===== config.mk =====
export PLATFORM = sky130hd
export DESIGN_NAME = noise_shaped_dither_pcm_packer_unit_flat
export DESIGN_NICKNAME = d
export VERILOG_FILES = /design/src/rtl/core/nsdpp_pkg.sv /design/src/rtl/core/nsdpp_in_if.sv /design/src/rtl/core/nsdpp_out_if.sv /design/src/rtl/core/nsdpp_requant.sv /design/src/rtl/core/noise_shaped_dither_pcm_packer_unit.sv /design/src/flat_wrapper.sv
export SDC_FILE = /design/constraint.sdc
export NUM_CORES = 1
export LEC_CHECK = 0
export ABC_AREA = 1
export BUFFER_PORTS_ARGS = -buffer_cell sky130_fd_sc_hd__buf_2
export CORE_ASPECT_RATIO = 0.5
export CORE_UTILIZATION = 45
export DETAILED_ROUTE_END_ITERATION = 8
export PLACE_DENSITY = 0.7
export SETUP_SLACK_MARGIN = 0.3
export SLEW_MARGIN = 0
export SYNTH_ARGS = -nofsm -noshare
export SYNTH_HDL_FRONTEND = slang
export SYNTH_SLANG_ARGS = --single-unit

===== constraint.sdc =====
create_clock -name clk -period 15.8 [get_ports clk]
set_clock_uncertainty 0.15 [all_clocks]
set_input_delay 2.37 -clock clk [delete_from_list [all_inputs] [get_ports clk]]
set_output_delay 2.37 -clock clk [all_outputs]
set_load 0.03 [all_outputs]

===== src/rtl/core/nsdpp_pkg.sv =====
// Shared types and constants for the noise-shaped dither PCM packer.
// No dependencies; every other file of the block imports this package.
`timescale 1ns / 1ps

package nsdpp_pkg;

	localparam int unsigned SAMPLE_W = 24;
	localparam int unsigned ERR_W    = 32;
	localparam int unsigned CFG_W    = 2;

	// LCG constants for the per-channel dither generator
	localparam logic [31:0] LCG_MUL    = 32'h0019660D;
	localparam logic [31:0] LCG_INC    = 32'h3C6EF35F;
	localparam logic [7:0]  OFFSET_XOR = 8'h80;

	// Configuration register indexes
	localparam logic [CFG_W-1:0] REG_SOURCE_BYTES  = 2'd0;
	localparam logic [CFG_W-1:0] REG_TARGET_BYTES  = 2'd1;
	localparam logic [CFG_W-1:0] REG_CHANNEL_COUNT = 2'd2;

	// Effective sample widths in bytes (already mapped 0 -> 1)
	typedef struct packed {
		logic [CFG_W-1:0] src_bytes;
		logic [CFG_W-1:0] tgt_bytes;
	} width_cfg_t;

	// Error feedback and dither seed of one channel
	typedef struct packed {
		logic [ERR_W-1:0] e_newest;
		logic [ERR_W-1:0] e_middle;
		logic [ERR_W-1:0] e_oldest;
		logic [31:0]      seed;
	} chan_state_t;

	// Packed little-endian result
	typedef struct packed {
		logic [7:0]       byte_low;
		logic [7:0]       byte_mid;
		logic [7:0]       byte_high;
		logic [CFG_W-1:0] byte_count;
	} pack_t;

endpackage


===== src/rtl/core/nsdpp_in_if.sv =====
// Input sample channel: valid/ready handshake with sample and block_end payload.
// Depends on nsdpp_pkg for the sample width.
`timescale 1ns / 1ps

interface nsdpp_in_if import nsdpp_pkg::*; ();
	logic                       valid;
	logic                       ready;
	logic signed [SAMPLE_W-1:0] sample;
	logic                       block_end;

	modport source (output valid, output sample, output block_end, input ready);
	modport sink   (input valid, input sample, input block_end, output ready);
endinterface


===== src/rtl/core/nsdpp_out_if.sv =====
// Output byte channel: valid/ready handshake with the packed bytes and byte count.
// Depends on nsdpp_pkg for the count width.
`timescale 1ns / 1ps

interface nsdpp_out_if import nsdpp_pkg::*; ();
	logic             valid;
	logic             ready;
	logic [7:0]       byte_low;
	logic [7:0]       byte_mid;
	logic [7:0]       byte_high;
	logic [CFG_W-1:0] byte_count;

	modport source (output valid, output byte_low, output byte_mid, output byte_high,
		output byte_count, input ready);
	modport sink   (input valid, input byte_low, input byte_mid, input byte_high,
		input byte_count, output ready);
endinterface


===== src/rtl/core/nsdpp_requant.sv =====
// Combinational requantizer: noise shaping, TPDF dither, clip, floor and byte packing.
// Depends on nsdpp_pkg for the state, config and result types.
`timescale 1ns / 1ps

module nsdpp_requant import nsdpp_pkg::*; (
	input  logic signed [SAMPLE_W-1:0] sample,
	input  width_cfg_t                 wcfg,
	input  chan_state_t                st,
	output chan_state_t                st_next,
	output logic                       upd,
	output pack_t                      res
);

	logic               scale16;
	logic [15:0]        mask16;
	logic [31:0]        new_r;
	logic signed [35:0] x_w, e0_w, e1_w, e2_w;
	logic signed [35:0] s_w, s_c, out_w, out_c, out_f;
	logic signed [35:0] maxv, minv, bias, dith, diff;
	logic [31:0]        e_half;
	logic [23:0]        y;

	assign new_r = 32'(st.seed * LCG_MUL) + LCG_INC;

	always_comb begin
		upd     = wcfg.tgt_bytes < wcfg.src_bytes;
		scale16 = (wcfg.src_bytes == 2'd3) && (wcfg.tgt_bytes == 2'd1);
		mask16  = scale16 ? 16'hFFFF : 16'h00FF;
		bias    = scale16 ? 36'sd32768 : 36'sd128;

		case (wcfg.src_bytes)
			2'd1:    maxv = 36'sd127;
			2'd2:    maxv = 36'sd32767;
			default: maxv = 36'sd8388607;
		endcase
		minv = ~maxv;

		x_w  = {{12{sample[23]}}, sample};
		e0_w = {{4{st.e_newest[31]}}, st.e_newest};
		e1_w = {{4{st.e_middle[31]}}, st.e_middle};
		e2_w = {{4{st.e_oldest[31]}}, st.e_oldest};
		s_w  = x_w + e0_w - e1_w + e2_w;

		dith  = $signed({20'd0, new_r[15:0] & mask16}) - $signed({20'd0, st.seed[15:0] & mask16});
		out_w = s_w + bias + dith;

		// clip the output; pull the shaped sample along when it is past the same limit
		out_c = out_w;
		s_c   = s_w;
		if (out_w > maxv) begin
			out_c = maxv;
			if (s_w > maxv) s_c = maxv;
		end else if (out_w < minv) begin
			out_c = minv;
			if (s_w < minv) s_c = minv;
		end

		out_f = out_c & ~{20'd0, mask16};
		diff  = s_c - out_f;

		// halve toward zero
		e_half = 32'($signed(st.e_newest + {31'd0, st.e_newest[31]}) >>> 1);

		st_next.e_newest = diff[31:0];
		st_next.e_middle = e_half;
		st_next.e_oldest = st.e_middle;
		st_next.seed     = new_r;

		if (!upd) begin
			y = sample;
		end else if (scale16) begin
			y = {{16{out_f[23]}}, out_f[23:16]};
		end else begin
			y = {{8{out_f[23]}}, out_f[23:8]};
		end

		res.byte_count = wcfg.tgt_bytes;
		if (wcfg.tgt_bytes == 2'd1) begin
			res.byte_low  = y[7:0] ^ OFFSET_XOR;
			res.byte_mid  = 8'd0;
			res.byte_high = 8'd0;
		end else begin
			res.byte_low  = y[7:0];
			res.byte_mid  = y[15:8];
			res.byte_high = (wcfg.tgt_bytes == 2'd3) ? y[23:16] : 8'd0;
		end
	end

endmodule


===== src/rtl/core/noise_shaped_dither_pcm_packer_unit.sv =====
// Noise-shaped TPDF dither requantizer and little-endian PCM packer, top level.
// An accepted beat passes through the input stage and the result register to out_ch.
// Throughput: one beat per cycle while out_ch does not stall; the per-channel feedback
// state is read, and rewritten when a beat requantizes, between those two registers.
// Reset: config reads source 2 bytes, target 2 bytes, 2 channels; all channel state,
// the channel toggle and both valid flags clear.
`timescale 1ns / 1ps

module noise_shaped_dither_pcm_packer_unit import nsdpp_pkg::*; #(
	parameter int unsigned MAX_CHANNELS = 2
) (
	input  logic              clk,
	input  logic              arst_n,
	input  logic              cfg_we,
	input  logic [CFG_W-1:0]  cfg_index,
	input  logic [CFG_W-1:0]  cfg_wdata,
	nsdpp_in_if.sink          in_ch,
	nsdpp_out_if.source       out_ch
);

	localparam int unsigned CH_W = (MAX_CHANNELS > 1) ? $clog2(MAX_CHANNELS) : 1;

	// configuration registers
	logic [CFG_W-1:0] source_bytes_q, target_bytes_q, channel_count_q;

	// input stage
	logic                       valid_s1;
	logic signed [SAMPLE_W-1:0] sample_s1;
	logic                       block_end_s1;

	// per-channel state and channel toggle
	chan_state_t state_q [MAX_CHANNELS];
	logic        toggle_q;

	// result register
	logic  valid_s2;
	pack_t res_s2;

	width_cfg_t  wcfg;
	chan_state_t st_cur, st_next;
	logic        upd;
	pack_t       res;
	logic        advance;
	logic        two_chan;
	logic [CH_W-1:0] ch;

	always_ff @(posedge clk or negedge arst_n) begin
		if (!arst_n) begin
			source_bytes_q  <= 2'd2;
			target_bytes_q  <= 2'd2;
			channel_count_q <= 2'd2;
		end else if (cfg_we) begin
			case (cfg_index)
				REG_SOURCE_BYTES:  source_bytes_q  <= cfg_wdata;
				REG_TARGET_BYTES:  target_bytes_q  <= cfg_wdata;
				REG_CHANNEL_COUNT: channel_count_q <= cfg_wdata;
				default: ;
			endcase
		end
	end

	// map a zero width to one byte; counts of 2 or 3 mean two channels
	assign wcfg.src_bytes = (source_bytes_q == 2'd0) ? 2'd1 : source_bytes_q;
	assign wcfg.tgt_bytes = (target_bytes_q == 2'd0) ? 2'd1 : target_bytes_q;
	assign two_chan       = (MAX_CHANNELS > 1) && channel_count_q[1];

	// advance the input stage whenever the result register is free or being drained
	assign advance     = valid_s1 && (!valid_s2 || out_ch.ready);
	assign in_ch.ready = !valid_s1 || advance;

	always_ff @(posedge clk or negedge arst_n) begin
		if (!arst_n) begin
			valid_s1 <= 1'b0;
		end else if (in_ch.ready) begin
			valid_s1 <= in_ch.valid;
		end
	end

	always_ff @(posedge clk) begin
		if (in_ch.valid && in_ch.ready) begin
			sample_s1    <= in_ch.sample;
			block_end_s1 <= in_ch.block_end;
		end
	end

	assign ch     = CH_W'(toggle_q);
	assign st_cur = state_q[ch];

	nsdpp_requant u_requant (
		.sample  (sample_s1),
		.wcfg    (wcfg),
		.st      (st_cur),
		.st_next (st_next),
		.upd     (upd),
		.res     (res)
	);

	// write back the channel state only when a beat really requantizes
	always_ff @(posedge clk or negedge arst_n) begin
		if (!arst_n) begin
			for (int i = 0; i < MAX_CHANNELS; i++) begin
				state_q[i] <= '0;
			end
		end else if (advance && upd) begin
			state_q[ch] <= st_next;
		end
	end

	// toggle advances on every beat with two channels; block end drops it to zero
	always_ff @(posedge clk or negedge arst_n) begin
		if (!arst_n) begin
			toggle_q <= 1'b0;
		end else if (advance) begin
			if (block_end_s1) begin
				toggle_q <= 1'b0;
			end else if (two_chan) begin
				toggle_q <= ~toggle_q;
			end else begin
				toggle_q <= 1'b0;
			end
		end
	end

	always_ff @(posedge clk or negedge arst_n) begin
		if (!arst_n) begin
			valid_s2 <= 1'b0;
		end else if (advance) begin
			valid_s2 <= 1'b1;
		end else if (out_ch.ready) begin
			valid_s2 <= 1'b0;
		end
	end

	always_ff @(posedge clk) begin
		if (advance) begin
			res_s2 <= res;
		end
	end

	assign out_ch.valid      = valid_s2;
	assign out_ch.byte_low   = res_s2.byte_low;
	assign out_ch.byte_mid   = res_s2.byte_mid;
	assign out_ch.byte_high  = res_s2.byte_high;
	assign out_ch.byte_count = res_s2.byte_count;

	a_block_end_clears_toggle: assert property (@(posedge clk) disable iff (!arst_n)
		(advance && block_end_s1) |=> !toggle_q)
		else $error("channel toggle not cleared after block end");

	a_passthrough_holds_state: assert property (@(posedge clk) disable iff (!arst_n)
		(advance && !upd) |=> (state_q[0] == $past(state_q[0]))
			&& (state_q[MAX_CHANNELS-1] == $past(state_q[MAX_CHANNELS-1])))
		else $error("channel state changed on passthrough beat");

	a_advance_fills_result: assert property (@(posedge clk) disable iff (!arst_n)
		advance |=> valid_s2)
		else $error("advanced beat did not reach the result register");

	a_count_nonzero: assert property (@(posedge clk) disable iff (!arst_n)
		valid_s2 |-> (res_s2.byte_count != 2'd0))
		else $error("result carries zero byte count");

endmodule


===== src/flat_wrapper.sv =====
// flat-port wrapper written by rule: the top's interface ports become plain ports
module noise_shaped_dither_pcm_packer_unit_flat import nsdpp_pkg::*;
#(
	parameter int unsigned MAX_CHANNELS = 2
)
  (clk, arst_n, cfg_we, cfg_index, cfg_wdata, in_ch_valid, in_ch_sample, in_ch_block_end, in_ch_ready, out_ch_valid, out_ch_byte_low, out_ch_byte_mid, out_ch_byte_high, out_ch_byte_count, out_ch_ready);
  nsdpp_in_if in_ch_i ();
  nsdpp_out_if out_ch_i ();
  input  logic clk;
  input  logic arst_n;
  input  logic cfg_we;
  input  logic [CFG_W-1:0] cfg_index;
  input  logic [CFG_W-1:0] cfg_wdata;
  input wire logic [$bits(in_ch_i.valid)-1:0] in_ch_valid;
  input wire logic [$bits(in_ch_i.sample)-1:0] in_ch_sample;
  input wire logic [$bits(in_ch_i.block_end)-1:0] in_ch_block_end;
  output wire logic [$bits(in_ch_i.ready)-1:0] in_ch_ready;
  output wire logic [$bits(out_ch_i.valid)-1:0] out_ch_valid;
  output wire logic [$bits(out_ch_i.byte_low)-1:0] out_ch_byte_low;
  output wire logic [$bits(out_ch_i.byte_mid)-1:0] out_ch_byte_mid;
  output wire logic [$bits(out_ch_i.byte_high)-1:0] out_ch_byte_high;
  output wire logic [$bits(out_ch_i.byte_count)-1:0] out_ch_byte_count;
  input wire logic [$bits(out_ch_i.ready)-1:0] out_ch_ready;
  assign in_ch_i.valid = in_ch_valid;
  assign in_ch_i.sample = in_ch_sample;
  assign in_ch_i.block_end = in_ch_block_end;
  assign in_ch_ready = in_ch_i.ready;
  assign out_ch_valid = out_ch_i.valid;
  assign out_ch_byte_low = out_ch_i.byte_low;
  assign out_ch_byte_mid = out_ch_i.byte_mid;
  assign out_ch_byte_high = out_ch_i.byte_high;
  assign out_ch_byte_count = out_ch_i.byte_count;
  assign out_ch_i.ready = out_ch_ready;
  noise_shaped_dither_pcm_packer_unit #(.MAX_CHANNELS(MAX_CHANNELS)) u_core (.clk(clk), .arst_n(arst_n), .cfg_we(cfg_we), .cfg_index(cfg_index), .cfg_wdata(cfg_wdata), .in_ch(in_ch_i), .out_ch(out_ch_i));
endmodule

==> results.ini, run 1 <==
[outcome]
status=finished, final reports clean

[logic_synthesis]
ys_ff_latch=279
synthAdderAreaFrac=0.208
synth-simple-area-share=0.246
synth_edf_count=51
muxShareOfSynthArea=0.0160
avgSynthCellArea_um2=7.34
ys.warnings.count=0
synth_top_family_by_area=simple AND/OR/NAND/NOR gates
synthCells=3416
synth_fp_nets=3810
ys_async_sr_fraction=0.817
synthFlopType=dfrtp_1
synth_compound_area_frac=0.101
yosysUniqueCellTypes=55
ys_seq_area_frac=0.289
synthXorXnorAreaFrac=0.0450
syn-cell-area_um2=25100

[worst_setup_path]
rrSetupSlack_ns=2.12
r2r-start=u_core.ch$_DFFE_PN0P_
r2r-end=u_core.state_q[125]$_DFFE_PN0P_
critPathKind=register to register
critical_path_arrival_ns=14.02
start_kind=register
crit_path_end_kind=register
crit_required_ns=16.14
startpoint=u_core.ch$_DFFE_PN0P_
worst_path_most_repeated_cell=inv_1
cp_num_buf_inv=9
crit_fanout=26
path_delay_family=adder cells
rr_worst_depth=60
max_stage_delay_ns=0.67
cp_num_cells=60
crit_slowest_cell=nand2_1
endpoint=u_core.state_q[125]$_DFFE_PN0P_

[cells_and_area]
mostFrequentLayoutCell=nand2_1
final_cell_mix=nand2_1, inv_1, ha_1
n_fill_cell=5357
area_growth_pct=8.09
diodes=0
drive_gt1_frac=0.0565
final_nets=3840

[floorplanning]
dieArea_um2=56700
die_h_um=169
core_um2=54400
ioPinCount=62
num_rows=60
die_w_um=336
start_util=0.461

[sta]
setup_viol=0
maxSlewViolCount=0
period_minus_slack_ns=13.68
fmax_ghz=0.0731
finalCritPeriodShare=0.866
worst_pin_slew_ns=1.19
finalHoldViolCount=0
relSlewSlack=0.198
grt_setup_unrepaired=false
setup-tns-final_ns=0

[placed_design]
io_buffers=61
place.gp.congestion=0.988
hpwl_um=57500

[worst_hold_path]
hold_path_class=register to register
hold_path_depth=2

[cts]
clock_sinks=279
ctsResizeCount=0
root_buffer=clkbuf_16
htree_levels=1
cts_buffer_depth=3
clkSlewWorstSetupHoldPaths_ns=0.07
numCtsBuffers=28
clk_latency_ns=0.60
postCtsSetupBuffers=0
ctsHoldBuffers=0
cts_tree=yes

[routing]
detail-route-antenna-nets=0
routed_wl_um=72900
initialDrtViolationCount=1931
vias=21973
routedWlPerCell_um=17.3
vias_per_cell=5.22
firstDrtPassIters=6
drc=0

[global_routing]
grt_pass1_vias=21118
track_usage=0.259
top_usage_layer=met2
use_met1=0.377
gr-total-overflow=0
grt_pass1_wl_um=115000
grt_max_degree=92
grtUsageMet2=0.403
use_met3=0.0346
antenna_found_initial=0

[job]
max-cap-violations=0

[worst min path at each step]
stage	slack (ns)	endpoint	startpoint
floorplan	0.29	u_core.state_q[103]$_DFFE_PN0P_	u_core.state_q[103]$_DFFE_PN0P_
global placement	0.30	u_core.state_q[58]$_DFFE_PN0P_	u_core.state_q[58]$_DFFE_PN0P_
detailed placement	0.31	u_core.state_q[43]$_DFFE_PN0P_	u_core.state_q[43]$_DFFE_PN0P_
CTS	0.33	u_core.state_q[46]$_DFFE_PN0P_	u_core.state_q[46]$_DFFE_PN0P_
global route	0.34	u_core.state_q[67]$_DFFE_PN0P_	u_core.state_q[67]$_DFFE_PN0P_
finish	0.32	u_core.state_q[55]$_DFFE_PN0P_	u_core.state_q[55]$_DFFE_PN0P_
[cell families (layout without fill, tap and decap cells)]
logic type,count (synthesis),in the layout
compound gates,483,483
xor+xnor,128,128
fa+ha+maj,360,360
buf+inv,628,680
flops,279,279
mux,40,40
simple gates,1498,1498
[layer usage]
metal,routed length (µm),share of wire
met1,34800,0.48
met2,31500,0.43
met3,4510,0.062
met5,0,0
met4,2150,0.029
[cell type report]
type | instances | area, µm² | area share
Tap cell | 744 | 931 | 0.0344
Multi-Input combinational cell | 2509 | 15400 | 0.570
Timing Repair Buffer | 79 | 450 | 0.0166
Clock inverter | 18 | 190 | 0.00702
Clock buffer | 34 | 774 | 0.0286
Sequential cell | 279 | 7240 | 0.267
Inverter | 549 | 2060 | 0.0761
[synth_stat cells (29+ instances only)]
| master | instances | area share |
|---|---|---|
| nand4_1 | 29 | 0.0072 |
| xor2_1 | 85 | 0.030 |
| mux2i_1 | 40 | 0.016 |
| nor2_1 | 171 | 0.026 |
| a21oi_1 | 156 | 0.031 |
| ha_1 | 266 | 0.13 |
| o21ai_0 | 255 | 0.051 |
| clkbuf_1 | 59 | 0.0088 |
| nand2_1 | 1097 | 0.16 |
| fa_1 | 94 | 0.075 |
| nand3_1 | 107 | 0.021 |
| inv_1 | 539 | 0.081 |
| xnor2_1 | 42 | 0.015 |
| dfrtp_1 | 225 | 0.22 |
| edfxtp_1 | 51 | 0.061 |
[registers in the layout, indices dropped and copies added (netlist names)]
name / cells
u_core.source_bytes_q: 2
u_core.sample_s1: 24
u_core.valid_s1: 1
u_core.ch: 1
u_core.out_ch.byte_count: 2
u_core.out_ch.byte_high: 8
u_core.out_ch.byte_mid: 8
u_core.out_ch.byte_low: 8
u_core.channel_count_q: 1
u_core.out_ch.valid: 1
u_core.state_q: 220
u_core.target_bytes_q: 2
u_core.block_end_s1: 1
[through the flow]
step	setup WS [ns]	cell area [µm²]	instances	utilization	hold slack, ns
finish	2.12	27100	4212	0.498	0.323
global route	0.967	27100	4212	0.498	0.338
CTS	2.32	27100	4212	0.498	0.325
detailed placement	2.38	26100	4160	0.481	0.308
global placement	2.51	26100	4160	0.481	0.304
floorplan	3.02	25100	3416	-	0.291
[worst reg2reg max path: cells and delay by family (launching register included)]
| kind | cells | cell delay [ns] |
|---|---|---|
| buffers and inverters | 9 | 1.01 |
| XOR/XNOR | 8 | 1.82 |
| flip-flops | 1 | 0.58 |
| AO/OA/AOI/OAI | 11 | 2.51 |
| adder cells (fa/ha/maj) | 11 | 4.21 |
| AND/OR/NAND/NOR | 21 | 3.27 |
Power of run 1 is left out: the tool's default activity adds up to more than one toggle a clock period on the data nets, which glitch-free logic cannot reach.
==> run 2: changes to the inputs <==
CORE_ASPECT_RATIO = 1.4   (was 0.5)
clock period = 14.34 ns   (was 15.8 ns; I/O delays follow)
==> run 2 against run 1 <==
Die area about the same; maximum frequency is 3.3% higher; worst setup slack got worse by 1.0 ns; critical path depth up 4; clock-buffer cell count fell by 1; first-iteration DRC count fell by 26%; cell count about the same; core utilization fell by 0.58 points; sequential cell count stayed put; critical endpoint unchanged; largest cell class unchanged; non-clock buffer count rose by 12; routed wire length decreased by 1.1%.
==> results.ini, run 2 (synthesized netlist as in run 1, its figures left out) <==
[placed_design]
io_buffers=61  ; unchanged
dpl_worst_slack_ns=0.720  ; -1.66 ns
hpwl_um=57300  ; -0.35%
place.gp.congestion=1.00  ; +1.4%

[sta]
worst_pin_slew_ns=1.05  ; -0.135 ns
setup_viol=0  ; unchanged
finalHoldViolCount=0  ; unchanged
finalCritPeriodShare=0.923  ; +0.0573
grt_setup_unrepaired=false
layout_setup_ws_ns=1.10  ; -1.02 ns
period_minus_slack_ns=13.24  ; -0.442 ns
relSlewSlack=0.297  ; +0.0985
maxSlewViolCount=0  ; unchanged
fmax_ghz=0.0756  ; +3.3%
setup-tns-final_ns=0  ; unchanged

[worst_hold_path]
hold_path_class=register to register
hold_path_depth=2  ; unchanged
min_to=u_core.state_q[53]$_DFFE_PN0P_
hp-start=u_core.state_q[53]$_DFFE_PN0P_

[cts]
htree_levels=1  ; unchanged
cts_tree=yes
numCtsBuffers=29  ; +3.6%
clkSlewWorstSetupHoldPaths_ns=0.07  ; about the same
root_buffer=clkbuf_16
ctsHoldBuffers=0  ; unchanged
clock_sinks=279  ; unchanged
clk_latency_ns=0.57  ; -0.03 ns
cts_buffer_depth=3  ; unchanged

[floorplanning]
die_w_um=201  ; -40%
die_h_um=281  ; +67%
ioPinCount=62  ; unchanged
start_util=0.455  ; -0.00653
dieArea_um2=56700  ; about the same
num_rows=102  ; +70%
core_um2=55100  ; +1.4%

[worst_setup_path]
crit_fanout=14  ; -46%
crit_required_ns=14.64  ; -1.50 ns
max_stage_delay_ns=0.63  ; -0.04 ns
critical_path_arrival_ns=13.53  ; -0.49 ns
r2r-start=u_core.ch$_DFFE_PN0P_
crit_slowest_cell=o21ai_0
critPathKind=register to register
start_kind=register
worst_path_most_repeated_cell=nand2_1
r2r-end=u_core.state_q[125]$_DFFE_PN0P_
rrSetupSlack_ns=1.10  ; -1.02 ns
crit_path_end_kind=register
rr_worst_depth=64  ; +6.7%

[routing]
vias_per_cell=5.19  ; -0.58%
initialDrtViolationCount=1428  ; -26%
routed_wl_um=72100  ; -1.1%
vias=21829  ; -0.66%
routedWlPerCell_um=17.1  ; -1.0%
detail-route-antenna-nets=0  ; unchanged
drc=0  ; unchanged
firstDrtPassIters=5  ; -1

[outcome]
status=finished, final reports clean

[cells_and_area]
area_growth_pct=8.37
final_cell_mix=nand2_1, inv_1, ha_1
final_nets=3853  ; +0.34%
drive_gt1_frac=0.0603  ; +0.00381
regMostFlops=u_core.state_q
largest_reg_flops=220  ; unchanged
reg_top3=u_core.state_q x220, u_core.sample_s1 x24
mostFrequentLayoutCell=nand2_1
diodes=0  ; unchanged

[global_routing]
track_usage=0.257  ; -0.00257
grt_max_degree=108  ; +17%
antenna_found_initial=0  ; unchanged
grt_pass1_wl_um=114000  ; -0.85%
gr-total-overflow=0  ; unchanged
grt_pass1_vias=21789  ; +3.2%

[job]
max-cap-violations=0  ; unchanged

run 2: cell count changes in the layout (fill, tap and decap cells not counted), moves of 3 or more:
cell	delta
clkbuf_8	-3
clkinv_1	+4
clkinvlp_4	+3
buf_4	+12
run 2: cell type report:
type	count	area [µm²]
Fill cell	5566	28000
Clock buffer	33	741
Timing Repair Buffer	91	541
Multi-Input combinational cell	2509	15500
Clock inverter	20	183
Tap cell	728	911
Sequential cell	279	7240
Inverter	549	2060
run 2: worst max-delay path by stage:
stage | startpoint | end | slack (ns) | cells past startpoint
2_1_floorplan | u_core.ch$_DFFE_PN0P_ | u_core.state_q[252]$_DFFE_PN0P_ | 1.56 | 67
3_3_place_gp | u_core.ch$_DFFE_PN0P_ | u_core.state_q[125]$_DFFE_PN0P_ | 0.76 | 60
3_5_place_dp | u_core.ch$_DFFE_PN0P_ | u_core.state_q[125]$_DFFE_PN0P_ | 0.72 | 60
4_1_cts | u_core.ch$_DFFE_PN0P_ | u_core.state_q[125]$_DFFE_PN0P_ | 0.64 | 60
5_1_grt | u_core.ch$_DFFE_PN0P_ | u_core.state_q[252]$_DFFE_PN0P_ | 0.29 | 67
6_report | u_core.ch$_DFFE_PN0P_ | u_core.state_q[125]$_DFFE_PN0P_ | 1.10 | 64
run 2: repair_timing:
| item | in CTS | in global routing |
|---|---|---|
| resized for setup | 0 | 10 |
| setup endpoints to repair | 0 | 17 |
| setup buffers | 0 | 5 |
run 2: stage by stage:
step	instance area, µm²	utilization	cells	hold WS (ns)
after floorplan	25100	-	3416	0.291
after global placement	26200	0.474	4151	0.305
after detailed placement	26200	0.474	4151	0.309
after CTS	27100	0.491	4204	0.324
after global routing	27200	0.493	4209	0.344
final	27200	0.493	4209	0.320
run 2: worst max-delay path: cells and delay by family, from the launching register on:
kind | cells | cell delay, ns
AOI/OAI and AO/OA | 22 | 4.30
adders and majority gates | 11 | 3.80
and+or+nand+nor | 21 | 2.89
buffers and inverters | 8 | 0.84
DFF | 1 | 0.57
xor gates and xnor gates | 2 | 0.54
run 2: routing by layer:
metal	track usage	vias to the layer above	routed length [µm]
met3	0.0191	217	2690
met4	0.160	0	4980
li1	-	10869	-
met1	0.292	10233	28000
met2	0.467	510	36400
met5	0	-	0
Power of run 2 is left out for the same reason.
==> run 3: changes to the inputs <==
PLACE_DENSITY = 0.72   (was 0.7)
clock period = 11.6 ns   (was 14.34 ns; I/O delays follow)
==> run 3 against run 2 <==
Design area is 12% higher; non-clock buffer count up 235; hold slack gained 0.0062 ns; register-to-register slack worse by 1.1 ns; maximum frequency increased by 14%; sequential share of layout area fell by 2.9 points; sequential cell count unchanged; via count grew 8.1%; routed wire length rose by 12%; cell count rose by 5.5%; die area unchanged; worst setup slack lost 1.1 ns; largest cell class unchanged.
==> results.ini, run 3 (synthesized netlist as in run 1, its figures left out) <==
[placed_design]
io_buffers=61  ; unchanged
place.gp.congestion=1.03  ; +2.7%
hpwl_um=62500  ; +9.0%

[worst_setup_path]
crit_required_ns=11.91  ; -2.73 ns
crit_fanout=8  ; -6
r2r-start=u_core.ch$_DFFE_PN0P_
crit_path_end_kind=register
critical_path_arrival_ns=11.88  ; -1.65 ns
critPathKind=register to register
start_kind=register
crit_slowest_cell=fa_1
startpoint=u_core.ch$_DFFE_PN0P_
worst_path_most_repeated_cell=inv_2
max_stage_delay_ns=0.54  ; -0.09 ns

[worst_hold_path]
hp-start=u_core.state_q[60]$_DFFE_PN0P_
hold_path_class=register to register

[cells_and_area]
regMostFlops=u_core.state_q
reg_top3=u_core.state_q x220, u_core.sample_s1 x24
largest_reg_flops=220  ; unchanged
area_growth_pct=21.6
diodes=0  ; unchanged
drive_gt1_frac=0.182  ; +0.122
final_nets=4086  ; +6.0%
final_cell_mix=nand2_1, inv_1, buf_4
mostFrequentLayoutCell=nand2_1
utilization=0.553  ; +0.0602
n_fill_cell=5072  ; -8.9%

[sta]
relSlewSlack=0.289  ; -0.00819
worst_pin_slew_ns=1.07  ; +0.0123 ns
finalHoldViolCount=0  ; unchanged
setup-tns-final_ns=0  ; unchanged
finalCritPeriodShare=0.997  ; +0.0742
hold_ws_ns=0.326  ; +0.00617 ns
grt_setup_unrepaired=true
maxSlewViolCount=0  ; unchanged
fmax_ghz=0.0865  ; +14%
period_minus_slack_ns=11.57  ; -1.67 ns
setup_viol=0  ; unchanged

[cts]
numCtsBuffers=27  ; -6.9%
cts_buffer_depth=3  ; unchanged
clkSlewWorstSetupHoldPaths_ns=0.07  ; about the same
htree_levels=1  ; unchanged
cts_tree=yes
clock_sinks=279  ; unchanged
clk_latency_ns=0.57  ; about the same
root_buffer=clkbuf_16
ctsHoldBuffers=0  ; unchanged

[routing]
initialDrtViolationCount=1720  ; +20%
firstDrtPassIters=7  ; +2
routed_wl_um=81100  ; +12%
routedWlPerCell_um=18.3  ; +6.6%
vias=23595  ; +8.1%
detail-route-antenna-nets=0  ; unchanged
vias_per_cell=5.31  ; +2.5%
drc=0  ; unchanged

[global_routing]
grt_pass1_wl_um=122000  ; +7.0%
grt_max_degree=106  ; -1.9%
grt_pass1_vias=22995  ; +5.5%
antenna_found_initial=2  ; +2
gr-total-overflow=0  ; unchanged
track_usage=0.276  ; +0.0190

[floorplanning]
dieArea_um2=56700  ; unchanged
ioPinCount=62  ; unchanged
start_util=0.455  ; unchanged
die_h_um=281  ; unchanged
num_rows=102  ; unchanged
die_w_um=201  ; unchanged
core_um2=55100  ; unchanged

[outcome]
status=finished, final reports clean

[job]
max-cap-violations=0  ; unchanged

[run 3: changes by cell type in the layout (fill, tap and decap cells not counted), sizes merged]
cell | before | now
buf | 91 | 326
inv | 548 | 550
bufinv | 3 | 0
clkinvlp | 4 | 1
clkbuf | 33 | 41
clkinv | 14 | 6
[run 3: area by class of cell]
class                      count  area [µm²]  share of cell area
clock buffer                  41         810              0.0266
clock inverter                 8        51.3             0.00168
inverter                     549        2070              0.0679
multi-input combinational   2509       17000               0.557
sequential                   279        7240               0.238
tap                          728         911              0.0299
timing repair buffer         326        2400              0.0788
[run 3: routing by layer]
layer  global-route usage  share of wire
met1                0.320           0.38
met2                0.498           0.50
met3               0.0253          0.051
met4                0.154          0.063
met5                    0        0.00016
[run 3: repair_timing]
action | 4_1_cts | 5_1_grt
setup buffers | 20 | 42
pin swaps | 41 | 143
gates resized for setup | 47 | 249
endpoints found under the setup margin | 38 | 44
[run 3: worst paths after layout]
path | to | slack (ns) | cells after the start
setup / recovery | u_core.state_q[252]$_DFFE_PN0P_ | 0.03 | 65
hold / removal | u_core.state_q[60]$_DFFE_PN0P_ | 0.33 | 2
setup reg to reg | u_core.state_q[252]$_DFFE_PN0P_ | 0.03 | 65
hold reg to reg | u_core.state_q[60]$_DFFE_PN0P_ | 0.33 | 2
max in group asynchronous | u_core.state_q[139]$_DFFE_PN0P_ | 8.67 | 2
min in group asynchronous | u_core.valid_s1$_DFFE_PN0N_ | 1.08 | 1
[run 3: through the flow]
step / instances / setup WS [ns] / area, µm²
floorplan: 3416 / 0.304 / 25400
global placement: 4329 / -0.0754 / 27800
detailed placement: 4329 / -0.313 / 27800
CTS: 4398 / 0.299 / 29000
global route: 4440 / -0.430 / 30500
finish: 4440 / 0.0329 / 30500
[run 3: worst max-delay path: cells and delay by family (launching register included)]
| family | cells | cell delay (ns) |
|---|---|---|
| AO/OA/AOI/OAI | 7 | 0.95 |
| XOR/XNOR | 8 | 1.60 |
| adder cells (fa/ha/maj) | 11 | 4.20 |
| buffers and inverters | 16 | 1.39 |
| flip-flops | 1 | 0.49 |
| AND/OR/NAND/NOR | 23 | 2.66 |
Power of run 3 is left out for the same reason.
